$ cat config.mk
export PLATFORM = sky130hd
export DESIGN_NAME = utf8_to_utf16_decoder
export DESIGN_NICKNAME = d
export VERILOG_FILES = /design/src/hw/rtl/u2u_pkg.sv /design/src/hw/rtl/u2u_front.sv /design/src/hw/rtl/u2u_fifo.sv /design/src/hw/rtl/u2u_back.sv /design/src/hw/rtl/utf8_to_utf16_decoder.sv
export VERILOG_INCLUDE_DIRS = /design/src /design/src/hw/rtl
export SDC_FILE = /design/constraint.sdc
export NUM_CORES = 1
export LEC_CHECK = 0
export BUFFER_PORTS_ARGS = -buffer_cell sky130_fd_sc_hd__buf_2
export CORE_MARGIN = 2
export CORE_UTILIZATION = 50
export CTS_BUF_LIST = sky130_fd_sc_hd__clkbuf_16
export CTS_CLUSTER_DIAMETER = 30
export CTS_CLUSTER_SIZE = 28
export DETAILED_ROUTE_END_ITERATION = 8
export MAX_ROUTING_LAYER = met4
export PLACE_DENSITY = 0.66
export SYNTH_ARGS = -nofsm -noshare
export SYNTH_HDL_FRONTEND = slang
export SYNTH_HIERARCHICAL = 1
export SYNTH_SLANG_ARGS = --single-unit
export TNS_END_PERCENT = 1
$ cat constraint.sdc
create_clock -name clk -period 16.3 [get_ports clk]
set_input_delay 0.815 -clock clk [delete_from_list [all_inputs] [get_ports clk]]
set_output_delay 0.815 -clock clk [all_outputs]
set_load 0.01 [all_outputs]
$ cat src/hw/rtl/utf8_to_utf16_decoder_defines.svh
// Assertion macros shared by the UTF-8 to UTF-16 decoder modules.
// Depends on nothing; each user module must have clk and rst in scope.
`ifndef UTF8_TO_UTF16_DECODER_DEFINES_SVH
`define UTF8_TO_UTF16_DECODER_DEFINES_SVH

// Checked on every rising edge outside of reset.
`define U2U_ASSERT(name, prop, msg) \
  name: assert property (@(posedge clk) disable iff (rst) prop) else $error(msg);

// Checked on every rising edge, reset included.
`define U2U_ASSERT_ALWAYS(name, prop, msg) \
  name: assert property (@(posedge clk) prop) else $error(msg);

`endif

$ cat src/hw/rtl/u2u_pkg.sv
// Shared types, constants and the lead byte classifier of the UTF-8 decoder.
// Depends on nothing; used by every module of the decoder.
package u2u_pkg;

  localparam int QUEUE_DEPTH_DEF = 4;

  localparam logic [15:0] QMARK     = 16'h003F;
  localparam logic [20:0] SUPP_BASE = 21'h10000;
  localparam logic [15:0] HI_BASE   = 16'hD800;
  localparam logic [15:0] LO_BASE   = 16'hDC00;

  // One run of bytes that decodes on its own: a complete sequence, a single
  // byte, or the bytes left over at the end of a string.
  typedef struct packed {
    logic [3:0][7:0] bytes;
    logic [2:0]      len;
    logic            fin;
  } run_t;

  // Number of continuation bytes a lead byte asks for, 0 for a non-lead.
  function automatic logic [1:0] lead_len(input logic [7:0] c);
    logic [1:0] n;
    n = 2'd0;
    if ((c & 8'hE0) == 8'hC0) n = 2'd1;
    else if ((c & 8'hF0) == 8'hE0) n = 2'd2;
    else if ((c & 8'hF8) == 8'hF0) n = 2'd3;
    return n;
  endfunction

endpackage

$ cat src/hw/rtl/u2u_front.sv
// Front end: accepts bytes, gathers open sequences and emits runs.
// Depends on u2u_pkg and the assertion header.
`include "utf8_to_utf16_decoder_defines.svh"

module u2u_front (
  input  logic          clk,
  input  logic          rst,
  input  logic          s_tvalid,
  output logic          s_tready,
  input  logic [7:0]    s_tdata,
  input  logic          s_tlast,
  input  logic          q_full,
  output logic          q_push,
  output u2u_pkg::run_t q_run
);
  import u2u_pkg::*;

  logic [7:0] held [3];
  logic [1:0] held_cnt;
  logic [1:0] need;
  logic [1:0] lead;
  logic       accept;
  logic       start;
  logic       extend;

  assign s_tready = !q_full;
  assign accept   = s_tvalid && s_tready;
  assign lead     = lead_len(s_tdata);
  assign start    = (held_cnt == 2'd0) && (lead != 2'd0) && !s_tlast;
  assign extend   = (held_cnt != 2'd0) && (held_cnt < need) && !s_tlast;
  assign q_push   = accept && !start && !extend;

  always_comb begin
    q_run.bytes = '0;
    for (int k = 0; k < 3; k++) begin
      if (2'(k) < held_cnt) q_run.bytes[k] = held[k];
    end
    q_run.bytes[held_cnt] = s_tdata;
    q_run.len = {1'b0, held_cnt} + 3'd1;
    q_run.fin = s_tlast;
  end

  always_ff @(posedge clk) begin
    if (accept && (start || extend)) held[held_cnt] <= s_tdata;
  end

  always_ff @(posedge clk) begin
    if (rst) begin
      held_cnt <= 2'd0;
      need     <= 2'd0;
    end else if (accept) begin
      if (start) begin
        held_cnt <= 2'd1;
        need     <= lead;
      end else if (extend) begin
        held_cnt <= held_cnt + 2'd1;
      end else begin
        held_cnt <= 2'd0;
        need     <= 2'd0;
      end
    end
  end

  `U2U_ASSERT(a_open_consistent, ((held_cnt == 2'd0) == (need == 2'd0)) && (held_cnt <= need), "held count and needed count disagree")

endmodule

$ cat src/hw/rtl/u2u_fifo.sv
// Short queue of byte runs between the front end and the back end.
// Depends on u2u_pkg and the assertion header.
`include "utf8_to_utf16_decoder_defines.svh"

module u2u_fifo #(
  parameter int DEPTH = u2u_pkg::QUEUE_DEPTH_DEF
) (
  input  logic          clk,
  input  logic          rst,
  input  logic          push,
  input  u2u_pkg::run_t push_run,
  output logic          full,
  input  logic          pop,
  output u2u_pkg::run_t head_run,
  output logic          empty
);
  import u2u_pkg::*;

  localparam int PTR_W = (DEPTH > 1) ? $clog2(DEPTH) : 1;
  localparam int CNT_W = $clog2(DEPTH + 1);

  run_t             slots [DEPTH];
  logic [PTR_W-1:0] wr_ptr;
  logic [PTR_W-1:0] rd_ptr;
  logic [CNT_W-1:0] count;
  logic             do_push;
  logic             do_pop;

  assign full     = (count == CNT_W'(DEPTH));
  assign empty    = (count == '0);
  assign do_push  = push && !full;
  assign do_pop   = pop && !empty;
  assign head_run = slots[rd_ptr];

  always_ff @(posedge clk) begin
    if (do_push) slots[wr_ptr] <= push_run;
  end

  always_ff @(posedge clk) begin
    if (rst) begin
      wr_ptr <= '0;
      rd_ptr <= '0;
      count  <= '0;
    end else begin
      if (do_push) wr_ptr <= (wr_ptr == PTR_W'(DEPTH - 1)) ? '0 : wr_ptr + 1'b1;
      if (do_pop)  rd_ptr <= (rd_ptr == PTR_W'(DEPTH - 1)) ? '0 : rd_ptr + 1'b1;
      if (do_push && !do_pop)      count <= count + 1'b1;
      else if (do_pop && !do_push) count <= count - 1'b1;
    end
  end

  `U2U_ASSERT(a_no_overflow, !(push && full), "run pushed into a full queue")
  `U2U_ASSERT(a_no_underflow, !(pop && empty), "run popped from an empty queue")
  `U2U_ASSERT(a_count_bound, count <= CNT_W'(DEPTH), "queue count beyond depth")

endmodule

$ cat src/hw/rtl/u2u_back.sv
// Back end: decodes one queued run into UTF-16 code units, one per cycle while the output is not stalled.
// Depends on u2u_pkg and the assertion header.
`include "utf8_to_utf16_decoder_defines.svh"

module u2u_back (
  input  logic          clk,
  input  logic          rst,
  input  logic          q_empty,
  output logic          q_pop,
  input  u2u_pkg::run_t q_run,
  output logic          m_tvalid,
  input  logic          m_tready,
  output logic [15:0]   m_tdata,
  output logic          m_tlast,
  output logic          m_tuser
);
  import u2u_pkg::*;

  run_t        run;
  logic        active;
  logic [1:0]  pos;
  logic        half;

  logic [7:0]  c, b1, b2, b3;
  logic [1:0]  need;
  logic [2:0]  rem;
  logic [2:0]  step;
  logic [2:0]  pos_sum;
  logic [20:0] cp;
  logic [20:0] v;
  logic        big;
  logic [15:0] unit;
  logic        unit_last;
  logic        take;

  always_comb begin
    c    = run.bytes[pos];
    b1   = run.bytes[pos + 2'd1];
    b2   = run.bytes[pos + 2'd2];
    b3   = run.bytes[pos + 2'd3];
    need = lead_len(c);
    rem  = run.len - {1'b0, pos};
    if (!c[7]) begin
      cp   = {13'd0, c};
      step = 3'd1;
    end else if (need == 2'd1 && rem > 3'd1) begin
      cp   = {10'd0, c[4:0], b1[5:0]};
      step = 3'd2;
    end else if (need == 2'd2 && rem > 3'd2) begin
      cp   = {5'd0, c[3:0], b1[5:0], b2[5:0]};
      step = 3'd3;
    end else if (need == 2'd3 && rem > 3'd3) begin
      cp   = {c[2:0], b1[5:0], b2[5:0], b3[5:0]};
      step = 3'd4;
    end else begin
      cp   = {5'd0, QMARK};
      step = 3'd1;
    end
    big     = (cp[20:16] != 5'd0);
    v       = cp - SUPP_BASE;
    pos_sum = {1'b0, pos} + step;
    if (half)     unit = {6'd0, v[9:0]} + LO_BASE;
    else if (big) unit = {5'd0, v[20:10]} + HI_BASE;
    else          unit = cp[15:0];
    unit_last = (half || !big) && (pos_sum == run.len);
  end

  assign take  = active && (!m_tvalid || m_tready);
  assign q_pop = !q_empty && (!active || (take && unit_last));

  always_ff @(posedge clk) begin
    if (q_pop) run <= q_run;
    if (take) begin
      m_tdata <= unit;
      m_tlast <= unit_last;
      m_tuser <= unit_last && run.fin;
    end
  end

  always_ff @(posedge clk) begin
    if (rst) begin
      active   <= 1'b0;
      pos      <= 2'd0;
      half     <= 1'b0;
      m_tvalid <= 1'b0;
    end else begin
      if (take)          m_tvalid <= 1'b1;
      else if (m_tready) m_tvalid <= 1'b0;
      if (q_pop) begin
        active <= 1'b1;
        pos    <= 2'd0;
        half   <= 1'b0;
      end else if (take) begin
        if (unit_last) begin
          active <= 1'b0;
          half   <= 1'b0;
        end else if (!half && big) begin
          half <= 1'b1;
        end else begin
          half <= 1'b0;
          pos  <= pos_sum[1:0];
        end
      end
    end
  end

  `U2U_ASSERT(a_half_needs_run, half |-> active, "low surrogate pending without a run")

endmodule

$ cat src/hw/rtl/utf8_to_utf16_decoder.sv
// UTF-8 to UTF-16 decoder: one byte per transfer in, one code unit per transfer out.
// Runs pass the queue and the back end's run register; code units leave from an output register.
// Throughput, when not stalled: one byte per cycle in and one code unit per cycle out; a run that
// yields several units (surrogate pairs, replay at string end) uses one output cycle per unit.
// Reset: synchronous, active high; it drops any open sequence, empties the queue and
// clears the output valid flag.
`include "utf8_to_utf16_decoder_defines.svh"

module utf8_to_utf16_decoder #(
  parameter int QUEUE_DEPTH = u2u_pkg::QUEUE_DEPTH_DEF
) (
  input  logic        clk,
  input  logic        rst,
  // Input stream: one UTF-8 byte per transfer.
  input  logic        s_tvalid,
  output logic        s_tready,
  input  logic [7:0]  s_tdata,   // [7:0] byte_value
  input  logic        s_tlast,   // final_byte
  // Output stream: one UTF-16 code unit per transfer.
  output logic        m_tvalid,
  input  logic        m_tready,
  output logic [15:0] m_tdata,   // [15:0] code_unit
  output logic        m_tlast,   // last_of_run
  output logic        m_tuser    // [0] end_of_string
);
  import u2u_pkg::*;

  // The front end gathers bytes of an open sequence and hands every byte run
  // that is ready to decode (a finished sequence, a lone byte, or the held
  // bytes plus the final byte of a string) to the queue. It never stalls on
  // the output side except when the queue is full.
  logic q_push;
  logic q_full;
  logic q_empty;
  logic q_pop;
  run_t push_run;
  run_t head_run;

  u2u_front u_front (
    .clk      (clk),
    .rst      (rst),
    .s_tvalid (s_tvalid),
    .s_tready (s_tready),
    .s_tdata  (s_tdata),
    .s_tlast  (s_tlast),
    .q_full   (q_full),
    .q_push   (q_push),
    .q_run    (push_run)
  );

  // The queue lets the back end work through a multi-unit run while the
  // front end keeps taking bytes.
  u2u_fifo #(
    .DEPTH (QUEUE_DEPTH)
  ) u_fifo (
    .clk      (clk),
    .rst      (rst),
    .push     (q_push),
    .push_run (push_run),
    .full     (q_full),
    .pop      (q_pop),
    .head_run (head_run),
    .empty    (q_empty)
  );

  // The back end walks one run, producing one code unit per cycle into its output register while the
  // output is not stalled, and pops the next run in the cycle it registers the last unit of a run.
  u2u_back u_back (
    .clk      (clk),
    .rst      (rst),
    .q_empty  (q_empty),
    .q_pop    (q_pop),
    .q_run    (head_run),
    .m_tvalid (m_tvalid),
    .m_tready (m_tready),
    .m_tdata  (m_tdata),
    .m_tlast  (m_tlast),
    .m_tuser  (m_tuser)
  );

  // The end of a string always closes a run, so it never comes without last_of_run.
  `U2U_ASSERT(a_eos_is_last, (m_tvalid && m_tuser) |-> m_tlast, "end of string without last of run")

endmodule
# Yosys cells after proc, flatten, opt, wreduce, memory -nomap -nowiden
# Memory sizes are Yosys's and may differ from the RTL's. A register that Yosys moved wholly into a read port is not among the register bits.
# Cells that the tools add are included.
# word_totals
ram_bits	168
output_inout_bits	20
reg_bits	34
memories	2
# classes
n_bitwise	2
reduce_logical	50
eq_ne	14
muxes	49
order_cmp	13
add_sub_neg	14
# memory_table
name	words	width	read_ports	rd_clocked_by_memory_dff	write_ports	line	text
u_fifo.slots	4	36	1	1	1	u2u_fifo.sv:22	run_t slots [DEPTH];
u_front.held	3	8	3	0	1	u2u_front.sv:18	logic [7:0] held [3];
# ops
op	n
two-way mux 21 bit	4
binary-select mux 8 bit (select 2 bit)	4
two-way mux 8 bit	5
bitwise mux 32 bit	1
two-way mux 16 bit	2
two-way mux 2 bit	12
logical AND 1 bit	22
subtractor 21 x 17 -> 21 bit, second input constant	1
two-way mux 3 bit	6
two-way mux 6 bit	3
adder 11 x 15 -> 16 bit, second input constant	1
adder 12 x 15 -> 16 bit, second input constant	1
demux 8 bit (select 2 bit)	1
< comparator 2 x 3 -> 1 bit, second input constant	5
nonzero test 2 bit	6
zero test 1 bit	11
two-way mux 1 bit	11
== test 5 bit, second input constant	2
== test 3 bit, second input constant	3
adder 2 x 1 -> 2 bit, second input constant	4
== test 2 bit, second input constant	4
== test 4 bit, second input constant	2
> comparator 3 x 2 -> 1 bit, second input constant	2
nonzero test 5 bit	1
21 further kinds	28

# Longest topological paths before layout
# logic_depth
depth_word	23
depth_mapped	27
depth_no_buf	25

# Cells and area by module
# The synthesis kept the hierarchy.
# by_module_without_submodules
module	cells_per_inst	area_per_inst_um2	instances
u2u_fifo	238	5699.2	1
u2u_back	254	3305.7	1
u2u_front	109	1428.9	1

# Worst setup path after synthesis
# Ideal clock, no wire load.
# synth_path
path_kind	flip-flop to flip-flop
from	register u_back.pos[1]
to	register u_fifo.count[2]
slack_ns	9.890
arrival_time_ns	6.340
setup_ns	0.070
path_stages_with_launch	28
period_less_slack_ns	6.410
cell_sequence	dfxtp_1 -> buf_2 -> buf_2 -> buf_2 -> buf_2 -> inv_1 -> fa_1 -> xor2_1 -> nand4bb_4 -> nor2_2 -> clkbuf_1 -> nor2_1 -> ha_1 -> inv_1 -> fa_1 -> xnor2_1 -> nor3_1 -> o21ai_0 -> a22oi_2 -> a21o_1 -> and2_1 -> o31ai_2 -> ha_1 -> inv_1 -> fa_1 -> xor2_1 -> or3_1 -> a21oi_1
# synth_via
elab_chain_cells	23
elab_cells_between_ends	44
# synth_lines
item	line	text
from (decl)	u2u_back.sv:21	logic [1:0] pos;
from (signal assigned)	u2u_back.sv:101	pos <= pos_sum[1:0];
branches (longest 15 deep; another with binary-select mux 8 bit (select 2 bit))	--	
logical AND 1 bit *	u2u_back.sv:65	unit_last = (half || !big) && (pos_sum == run.len);
via u_back.unit_last	u2u_back.sv:33	logic unit_last;
logical AND 1 bit *	u2u_back.sv:69	assign q_pop = !q_empty && (!active || (take && unit_last));
logical OR 1 bit *	u2u_back.sv:69	
logical AND 1 bit *	u2u_back.sv:69	
via q_pop	utf8_to_utf16_decoder.sv:35	logic q_pop;
logical AND 1 bit *	u2u_fifo.sv:32	assign do_pop = pop && !empty;
zero test 1 bit	u2u_fifo.sv:47	if (do_push && !do_pop) count <= count + 1'b1;
logical AND 1 bit	u2u_fifo.sv:47	
two-way mux 3 bit / nonzero test 2 bit (equally long branches)	--	
to (signal assigned)	u2u_fifo.sv:47	
to (signal assigned)	u2u_fifo.sv:48	else if (do_pop && !do_push) count <= count - 1'b1;
to (decl)	u2u_fifo.sv:25	logic [CNT_W-1:0] count;
# Mark *: on every way through the listed nets, which the timed path passes. The select of a mux whose other input is x is not followed.
# A chain may end at the register's enable or synchronous reset.

# Worst setup path in the final report
# layout_path
from	register u_back.pos[0]
to	register u_fifo.count[2]
# The elaborated chain is that of the path after synthesis.

==> impl_results.md <==
* Status: finished clean
* Max-slew violations at 0
* Setup crit end kind: register
* Met3 routed WL at 889 microns
* Top post-synthesis cells by area: edfxtp_1, mux4_2, dfxtp_1
* Starting density of the core at 51.2%
* Fin util at 60.3%
* Startpoint types: register
* GRT Total Usage at 20.1%
* Dominant cell type by area after synthesis: edfxtp_1
* Residual DRC at 0
* Die H at 148 microns
* Switching power total at 0.747 mW
* Worst path required time at 16750 ps
* Gate power share at 25.3%
* Diode count at 0
* Max-cap violation count at 0
* Nets at 692
* Crit path max-delay family: adder cells
* CTS Sinks at 240
* Worst hold path type: register to register
* Register Area at 7030 sq um
* Async S/R FF share, synth at 0%
* P per Cell Area at 199 nW/um^2
* Area fraction of the dominant cell type after synthesis at 63.9%
* CP max stage delay at 640 ps
* Yosys cell types at 72
* Cell area after synthesis at 10400 sq um
* Clock power share at 36.0%
* Slowest stage cell, crit path: nor2_2
* CTS tree: built
* Tmin final at 6050 ps
* Number of global-route vias before repair at 5772
* Detail Route Antenna Nets at 0
* Mapped Cells at 601
* Area Overhead vs Synth at 17.7%
* Initial antenna violation count at 0
* Internal at 1.70 mW
* Hold depth at 2
* Buf/Inv on CP at 5
* Vias/cell at 5.84
* Initial DRC count at 393
* Leak at 4.15 nW
* Finish-stage setup viols at 0
* H-tree lvl count at 2
* Unrepaired setup endpoints after global routing: no
* Hold_buf cts at 0
* Row Count at 52
* Yosys warnings at 6
* Syn_area_per_cell at 17.4 sq um
* Post-synthesis sequential area ratio at 67.3%
* Met2 wire length at 10100 microns
* Top Ports at 33
* Setup TNS at 0 ps
* Post-synth top flop: edfxtp_1
* Via count at 5624
* Post-CTS sizing at 0
* FF+latch count, synth at 240
* Worst path depth at 25
* Die width at 148 microns
* Area of the die at 22000 sq um
* Hold_ws at 480 ps
* Most frequent cells after synthesis: edfxtp_1, mux4_2, a21oi_1
* Clk buf depth at 3
* Max layer used: met4
* Post-DP HPWL at 13100 microns
* Data arrival, critical path at 6500 ps
* Worst R2R Path Depth at 25
* Top-count cell post-synth: edfxtp_1
* Clock Latency Late Sink at 520 ps
* Relative slew margins at 39.5%
* Peak VDD IR at 116 uV
* Post-CTS setup buffers at 0
* Switching Fraction at 30.6%
* Buffers on Ports at 32
* GR Overflow Total at 0
* Clock Tree Root: clkbuf_16
* Dpl cells at 885
* Post-Layout Cell Count at 963
* WL/cell at 21.5 microns
* CP max FO at 37
* Fill cells at 1482
* Power share of the sequential group at 38.7%
* Skew final at 29.5 ps
* Slew @ Worst Pin at 908 ps
* Tcrit/Tclk final at 37.1%
* Final wirelength at 20700 microns
* Core ar. at 20400 sq um
* Clk slew on worst S/H paths at 50 ps
* Total power at 2.44 mW
* Number of flops mapped to enable cells by yosys at 222
* Maximum clock rate at 0.165 GHz
* Net count after synthesis at 632
* Fin. Hold Viols at 0
* Drt pass-1 iters at 5
* Pin count of the biggest net entering global routing at 38
* First-pass GRT wire length at 32700 microns
* Gpl congestion at 0.841
* Layout cells sized above 1 at 28.4%
* Met1 wire length at 9400 microns
* Multi-input gate area at 3140 sq um
* CTS Buf Count at 44
* Crit path kind: register to register
-- per-layer routing --
metal  vias up  GRT usage [%]
met3        23           3.65
met2       144           31.9
met5         -              -
li1       2560              -
met1      2897           27.1
met4         0           5.33
-- sequential cells by signal, indices dropped and copies added (netlist names), 3 cells and up, named ones only --
signal          count
u_back/m_tdata     16
u_fifo/slots      144
u_fifo/count        3
u_back/run         36
u_front/held       24
-- per-stage QoR --
| step | area (sq um) | worst slack (ps) |
|---|---|---|
| 5_1_grt | 12300 | 9750 |
| 2_1_floorplan | 10400 | 9890 |
| 6_report | 12300 | 10250 |
| 3_5_place_dp | 10800 | 10230 |
| 3_3_place_gp | 10800 | 10420 |
| 4_1_cts | 12300 | 10220 |
-- logic make-up (layout without fill, tap and decap cells) --
group | Yosys count | count (layout) | share of synthesized area (%)
and+or+nand+nor | 108 | 108 | 5.90
adders and majority gates | 18 | 18 | 2.37
buffers and inverters | 48 | 140 | 2.59
DFF | 240 | 240 | 67.3
xor gates and xnor gates | 6 | 6 | 0.504
AOI/OAI and AO/OA | 100 | 100 | 7.23
muxes | 81 | 81 | 14.1
-- worst min-delay path, delay by kind of cell (launching register included) --
family          cells  cell delay (ps)
buf+inv             1               60
flops               1              290
compound gates      1               70
-- cells in the final DEF (no fill, tap or decap), types with 3 or more instances in the layout --
cell type	n
nor2b_1	6
fa_1	3
bufinv_16	4
clkinv_4	4
nand2_1	23
ha_1	15
xor2_1	4
a211oi_1	6
clkinvlp_4	7
inv_6	6
mux4_1	3
and2_1	16
nand2b_1	3
nor3_1	9
clkbuf_16	44
mux2_2	15
dfxtp_1	17
mux4_2	47
a22o_1	15
or3_1	4
buf_2	32
and3_1	5
a222oi_1	3
mux2i_1	16
buf_4	8
nor3_2	3
a22oi_1	4
o22ai_1	4
inv_1	24
nand3_1	6
edfxtp_1	222
o21ai_0	10
nor2_1	19
inv_8	5
a21oi_1	27
-- final timing paths --
| kind | startpoint | endpoint | slack [ps] |
|---|---|---|---|
| min reg2reg | u_front/need[1] | u_front/need[1] | 480 |
| min | u_front/need[1] | u_front/need[1] | 480 |
| max | u_back/pos[0] | u_fifo/count[2] | 10250 |
| max reg2reg | u_back/pos[0] | u_fifo/count[2] | 10250 |
-- layout make-up --
type	count	share of cell area, %
clock inverter	34	2.90
timing repair buffer	40	1.79
multi-input combinational	313	25.5
inverter	22	0.825
clock buffer	44	8.96
sequential	240	57.2
tap	270	2.75
-- power by group through the flow --
stage | clock network, mW | registers (mW) | logic [mW]
2_1_floorplan | 0 | 0.926 | 0.472
3_3_place_gp | 0 | 0.955 | 0.607
3_5_place_dp | 0 | 0.960 | 0.617
4_1_cts | 0.894 | 0.950 | 0.621
5_1_grt | 0.922 | 0.966 | 0.674
6_report | 0.879 | 0.946 | 0.617
(Power assumes the default switching activity.)
